## config.mk

```make
export PLATFORM = sky130hd
export DESIGN_NAME = button_press_hold_classifier
export DESIGN_NICKNAME = d
export VERILOG_FILES = /design/src/hw/rtl/bphc_pkg.sv /design/src/hw/rtl/bphc_lane.sv /design/src/hw/rtl/bphc_merge.sv /design/src/hw/rtl/button_press_hold_classifier.sv
export SDC_FILE = /design/constraint.sdc
export NUM_CORES = 1
export LEC_CHECK = 0
export BUFFER_PORTS_ARGS = -buffer_cell sky130_fd_sc_hd__buf_2
export CORE_MARGIN = 4
export CORE_UTILIZATION = 55
export DETAILED_ROUTE_END_ITERATION = 12
export PLACE_DENSITY = 0.75
export SLEW_MARGIN = 20
export SYNTH_ARGS = -nofsm -noshare
export SYNTH_HDL_FRONTEND = slang
export SYNTH_SLANG_ARGS = --single-unit
export TNS_END_PERCENT = 50
```

## constraint.sdc

```tcl
create_clock -name clk -period 5.6 [get_ports clk]
set_clock_uncertainty 0.1 [all_clocks]
set_input_delay 0.56 -clock clk [delete_from_list [all_inputs] [get_ports clk]]
set_output_delay 0.56 -clock clk [all_outputs]
set_load 0.01 [all_outputs]
```

## src/hw/rtl/bphc_pkg.sv

```systemverilog
package bphc_pkg;

  typedef enum logic [2:0] {
    ST_IDLE       = 3'd0,
    ST_PRESSED    = 3'd1,
    ST_SHORT_HOLD = 3'd2,
    ST_LONG_HOLD  = 3'd3,
    ST_RELEASED   = 3'd4
  } btn_state_t;

  // Configuration register indexes.
  localparam logic CFG_READ_INTERVAL = 1'b0;
  localparam logic CFG_HOLD_LIMIT    = 1'b1;

  localparam logic [7:0] READ_INTERVAL_RESET = 8'h00;
  localparam logic [3:0] HOLD_LIMIT_RESET    = 4'hF;

  // Only this many buttons have a pin and a slot in the packed result.
  localparam int PIN_COUNT = 8;

  typedef struct packed {
    logic [7:0] pin_levels;
    logic [2:0] query_index;
  } in_item_t;

  typedef struct packed {
    logic        sampled;
    logic [23:0] all_states;
    logic [2:0]  queried_state;
  } out_item_t;

  // Control shared by all lanes for one tick.
  typedef struct packed {
    logic       sample_en;
    logic [3:0] hold_limit;
  } lane_ctrl_t;

endpackage

```

## src/hw/rtl/bphc_lane.sv

```systemverilog
module bphc_lane (
  input  logic                   clk,
  input  logic                   rst_n,
  input  bphc_pkg::lane_ctrl_t   ctrl,
  input  logic                   pressed_now,
  output bphc_pkg::btn_state_t   state_nxt
);

  logic                 prev_r;
  logic [3:0]           count_r;
  bphc_pkg::btn_state_t state_r;

  logic                 prev_nxt;
  logic [3:0]           count_nxt;
  bphc_pkg::btn_state_t class_c;
  logic [3:0]           count_c;

  always_comb begin
    count_c = count_r;
    priority if (!prev_r && pressed_now) begin
      class_c = bphc_pkg::ST_PRESSED;
    end else if (prev_r && pressed_now) begin
      if (count_r >= ctrl.hold_limit) begin
        class_c = bphc_pkg::ST_LONG_HOLD;
      end else begin
        class_c = bphc_pkg::ST_SHORT_HOLD;
        count_c = count_r + 4'd1;
      end
    end else if (prev_r && !pressed_now) begin
      class_c = bphc_pkg::ST_RELEASED;
      count_c = 4'd0;
    end else begin
      class_c = bphc_pkg::ST_IDLE;
    end

    if (ctrl.sample_en) begin
      state_nxt = class_c;
      count_nxt = count_c;
      prev_nxt  = pressed_now;
    end else begin
      state_nxt = state_r;
      count_nxt = count_r;
      prev_nxt  = prev_r;
    end
  end

  always_ff @(posedge clk) begin
    if (!rst_n) begin
      prev_r  <= 1'b0;
      count_r <= 4'd0;
      state_r <= bphc_pkg::ST_IDLE;
    end else begin
      prev_r  <= prev_nxt;
      count_r <= count_nxt;
      state_r <= state_nxt;
    end
  end

endmodule

```

## src/hw/rtl/bphc_merge.sv

```systemverilog
module bphc_merge #(
  parameter int NUM_BUTTONS = 8
) (
  input  bphc_pkg::btn_state_t states [NUM_BUTTONS],
  input  logic                 sampled,
  input  logic [2:0]           query_index,
  output bphc_pkg::out_item_t  result
);

  logic [23:0] packed_c;
  logic [2:0]  query_c;

  // Slots without a button stay zero.
  for (genvar i = 0; i < bphc_pkg::PIN_COUNT; i++) begin : g_pack
    if (i < NUM_BUTTONS) begin : g_used
      assign packed_c[3*i +: 3] = states[i];
    end else begin : g_unused
      assign packed_c[3*i +: 3] = 3'd0;
    end
  end

  // A query beyond the last button reads as idle.
  always_comb begin
    query_c = bphc_pkg::ST_IDLE;
    for (int i = 0; i < NUM_BUTTONS; i++) begin
      if ({1'b0, query_index} == 4'(i)) begin
        query_c = states[i];
      end
    end
  end

  assign result.sampled       = sampled;
  assign result.all_states    = packed_c;
  assign result.queried_state = query_c;

endmodule

```

## src/hw/rtl/button_press_hold_classifier.sv

```systemverilog
// A result item is loaded into the output register when its input item is accepted.
// Throughput: one item per cycle while in_stall is low.
// The input stalls only while a finished result waits and the output side stalls.
// Reset (rst_n low, synchronous): divider, hold counters, levels and states clear,
// read_interval returns to 0, hold_limit to 15 and the output register empties.
module button_press_hold_classifier #(
  parameter int NUM_BUTTONS = 8
) (
  input  logic                clk,
  input  logic                rst_n,
  input  logic                in_valid,
  output logic                in_stall,
  input  bphc_pkg::in_item_t  in_data,
  output logic                out_valid,
  input  logic                out_stall,
  output bphc_pkg::out_item_t out_data,
  input  logic                cfg_we,
  input  logic                cfg_index,
  input  logic [7:0]          cfg_wdata
);

  logic [7:0] read_interval_r;
  logic [3:0] hold_limit_r;
  logic [7:0] tick_r;
  logic [7:0] tick_nxt;
  logic       out_valid_r;
  logic       out_valid_nxt;
  bphc_pkg::out_item_t out_item_r;

  logic                  accept;
  logic                  sample_tick;
  bphc_pkg::lane_ctrl_t  lane_ctrl;
  bphc_pkg::btn_state_t  states_nxt [NUM_BUTTONS];
  bphc_pkg::out_item_t   result_c;

  // The output register frees itself when its item is taken, so a new item
  // can enter in the same cycle the old one leaves.
  assign in_stall = out_valid_r & out_stall;
  assign accept   = in_valid & ~in_stall;

  // The divider samples once every read_interval+1 ticks. If the interval
  // was lowered below the running count, the next tick samples at once.
  assign sample_tick = (tick_r >= read_interval_r);

  always_comb begin
    tick_nxt = tick_r;
    if (accept) begin
      tick_nxt = sample_tick ? 8'd0 : tick_r + 8'd1;
    end
  end

  assign lane_ctrl.sample_en  = accept & sample_tick;
  assign lane_ctrl.hold_limit = hold_limit_r;

  // One lane per button. Pins are active low; buttons past the pin count
  // never see a press.
  for (genvar i = 0; i < NUM_BUTTONS; i++) begin : g_lane
    logic pressed_now;
    if (i < bphc_pkg::PIN_COUNT) begin : g_pin
      assign pressed_now = ~in_data.pin_levels[i];
    end else begin : g_nopin
      assign pressed_now = 1'b0;
    end

    bphc_lane u_lane (
      .clk         (clk),
      .rst_n       (rst_n),
      .ctrl        (lane_ctrl),
      .pressed_now (pressed_now),
      .state_nxt   (states_nxt[i])
    );
  end

  // The merge stage packs the states each lane will hold after this tick and
  // picks out the queried one.
  bphc_merge #(
    .NUM_BUTTONS (NUM_BUTTONS)
  ) u_merge (
    .states      (states_nxt),
    .sampled     (sample_tick),
    .query_index (in_data.query_index),
    .result      (result_c)
  );

  always_comb begin
    if (accept) begin
      out_valid_nxt = 1'b1;
    end else begin
      out_valid_nxt = out_valid_r & out_stall;
    end
  end

  always_ff @(posedge clk) begin
    if (!rst_n) begin
      read_interval_r <= bphc_pkg::READ_INTERVAL_RESET;
      hold_limit_r    <= bphc_pkg::HOLD_LIMIT_RESET;
      tick_r          <= 8'd0;
      out_valid_r     <= 1'b0;
    end else begin
      tick_r      <= tick_nxt;
      out_valid_r <= out_valid_nxt;
      if (cfg_we) begin
        unique case (cfg_index)
          bphc_pkg::CFG_READ_INTERVAL: read_interval_r <= cfg_wdata;
          bphc_pkg::CFG_HOLD_LIMIT:    hold_limit_r    <= cfg_wdata[3:0];
          default: ;
        endcase
      end
    end
  end

  // The result payload carries no reset; it is loaded with each accepted item.
  always_ff @(posedge clk) begin
    if (accept) begin
      out_item_r <= result_c;
    end
  end

  assign out_valid = out_valid_r;
  assign out_data  = out_item_r;

endmodule

```

==> impl_metrics.csv <==
group,metric,value,unit
run_status,status,"finished, final reports clean",
clocking,cts.clk_slew.worst_paths,0.05,ns
sta,final-setup-viol-count,0,
clocking,cts_post_setup_buffers_inserted,0,
synthesis,synthMuxAreaShare,1.51,%
critical_path,crit_buf_inv,2,
clocking,clk_path_buf_depth,2,
sta,worst_slew_pin_slew,0.648,ns
synthesis,synth.yosys.seq_area_share,44.5,%
placement,gp_congestion,0.833,
floorplan,initial_core_util,57.4,%
synthesis,syn-num-nets,694,
drt,postRouteAntennaNets,0,
sta,fmax,0.267,GHz
sta,slew_headroom,56.6,%
synthesis,async_flop_share,0,%
synthesis,yosysTopAreaCell,"dfxtp_1",
critical_path,start_kind,"register",
clocking,h-tree-depth,4,
global_routing,grt_first_pass_wirelength,21.7,mm
critical_path,path_max_fanout,37,
power,leakage,2.93,nW
clocking,clk_latency,0.52,ns
clocking,cts_tree,"yes",
synthesis,synth_edf_count,28,
placement,placed_cells,786,
synthesis,synth_seq_cells,113,
clocking,cts_made_buffers,17,
sta,tns,0,ns
synthesis,synth-simple-area-share,21.8,%
global_routing,grtUsageTotal,23.8,%
sta,setup_ws,1.86,ns
floorplan,design.die.area,12100,µm²
critical_path,cp_data_arrival_time,3.90,ns
critical_path,crit_family,"compound AO/OA/AOI/OAI gates",
synthesis,avgSynthCellArea,9.22,µm²
synthesis,yosys_warnings,0,
clocking,post_cts_resized,0,
global_routing,antenna_found_initial,0,
global_routing,grt_overflow,0,
final_layout,area_growth,16.9,%
clocking,cts_hold_buf,0,
synthesis,synth.distinct_cells,61,
placement,placed_area,6070,µm²
floorplan,io_pins,55,
synthesis,synth_flop_cell,"dfxtp_1",
final_layout,nets,746,
power,vdd_drop_max,0.000247,V
sta,finalCriticalPeriod,3.74,ns
synthesis,synth_xor_area_share,2.76,%
sta,rsz0062_at_grt,"no",
job,maxCapViolations,0,
final_layout,fin_area,6690,µm²
final_layout,layout.cells.non_filler,818,
final_layout,utilization,67.2,%
final_layout,final_cell_mix,"86 x nand2_1, 85 x dfxtp_1, 54 x buf_2",
worst_hold_path,hp-class,"input pin to register",
placement,portBuffers,54,
drt,drt_iter0_markers,368,
sta,post-route-period-util,66.8,%
floorplan,core-area,9950,µm²
critical_path,worstPathRequired,5.76,ns
placement,dp_hpwl,9.37,mm
sta,drv_slew,0,
synthesis,synth_top_area_share,29.8,%
synthesis,yosys-top-cells-area,"dfxtp_1 30%, edfxtp_1 15%, ha_1 11%, nand2_1 5.6%, nor2_1 3.3%",
critical_path,worst-path-stages,10,
drt,drcViolationCount,0,
final_layout,drive_above_1_share,14.6,%
floorplan,fp.dieH,110,µm
critical_path,worst_path_largest_cell_delay,0.67,ns
drt,vias_per_cell,5.64,
synthesis,synthCells,620,
drt,routedWlPerCell,16.3,µm
global_routing,grt_max_degree,41,
final_layout,insertedDiodeCount,0,
global_routing,grt_pass1_vias,4406,
critical_path,rrSetupSlack,1.86,ns
drt,firstDrtPassIters,6,
critical_path,r2r_cells,10,
critical_path,slowest_stage,"o221a_2",
drt,wl,13.4,mm
drt,vias,4610,
critical_path,cp-end-kind,"register",
power,power_density,339,nW/µm²
final_layout,mostFrequentLayoutCell,"nand2_1",
clocking,clockRootBuffer,"clkbuf_8",
clocking,cts.sinks,113,
sta,hold_violations,0,
synthesis,synth_top_family_by_area,"simple AND/OR/NAND/NOR gates",
synthesis,synth-compound-area-share,14.6,%
floorplan,die_x,110,µm
synthesis,syn_area,5720,µm²
placement,dp_slack,1.92,ns
worst_hold_path,min_path_cells,2,
synthesis,synthAdderAreaFrac,10.7,%
floorplan,num_rows,36,
critical_path,critical_path_class,"register to register",
critical_path,path_cells,"inv_1 > ha_1 > nand2b_1 > a2111oi_0 > o221a_2 > inv_2 > nand2_2 > o21ai_0 > o32ai_1 > nor4_1",
## kinds of logic (layout without fill, tap and decap cells)
kind of cell               after synthesis  in the layout
buffers and inverters                   60            125
DFF                                    113            113
muxes                                    6              6
and+or+nand+nor                        252            252
AOI/OAI and AO/OA                      122            122
xor gates and xnor gates                18             18
adders and majority gates               49             49
## stage by stage
step	power [mW]	hold WS (ns)
3_5_place_dp	1.16	0.359
6_report	2.26	0.160
3_3_place_gp	1.15	0.357
4_1_cts	2.27	0.145
5_1_grt	2.35	0.144
2_1_floorplan	1.07	0.341
## where the power goes
part | internal [mW] | switching, mW
Sequential | 0.878 | 0.0207
Combinational | 0.0832 | 0.158
Clock | 0.757 | 0.367
Total | 1.72 | 0.546
## metal layers
layer  track usage, %  vias to the layer above  share of wire (%)
met1             28.9                     2164                 42
met2             39.7                      153                 48
met4             10.3                        0                2.4
li1                 -                     2265                  -
met5                0                        -                  0
met3             6.34                       28                6.8
## synth_stat cells, drive strengths merged, types with 10 or more instances
cell	n
nor2	52
a21oi	16
dfxtp	85
edfxtp	28
nand2b	22
nand4	10
o21ai	39
xor2	14
ha	49
inv	36
a21boi	20
and2	23
nand2	87
nor2b	13
nand3	14
clkbuf	18
## layout make-up
class / instances / area, µm²
multi-input combinational: 447 / 2940
clock inverter: 14 / 194
tap: 133 / 166
clock buffer: 18 / 418
timing repair buffer: 57 / 293
fill: 768 / 3270
inverter: 36 / 135
sequential: 113 / 2540
## sequential cells by signal, indices dropped and copies added, names as in the netlist
name / flops
out_data: 28
read_interval_r: 8
g_lane.u_lane.state_r: 24
tick_r: 8
g_lane.u_lane.count_r: 32
hold_limit_r: 4
out_valid: 1
g_lane.u_lane.prev_r: 8
## worst paths after layout
path,endpoint,from
worst max-delay path,out_data[2]$_DFFE_PP_,tick_r[0]$_SDFFE_PN0P_
worst min register to register,read_interval_r[6]$_SDFFE_PN0P_,read_interval_r[6]$_SDFFE_PN0P_
worst max register to register,out_data[2]$_DFFE_PP_,tick_r[0]$_SDFFE_PN0P_
worst min-delay path,out_valid$_SDFF_PN0_,in_valid
(Power assumes the default switching activity.)
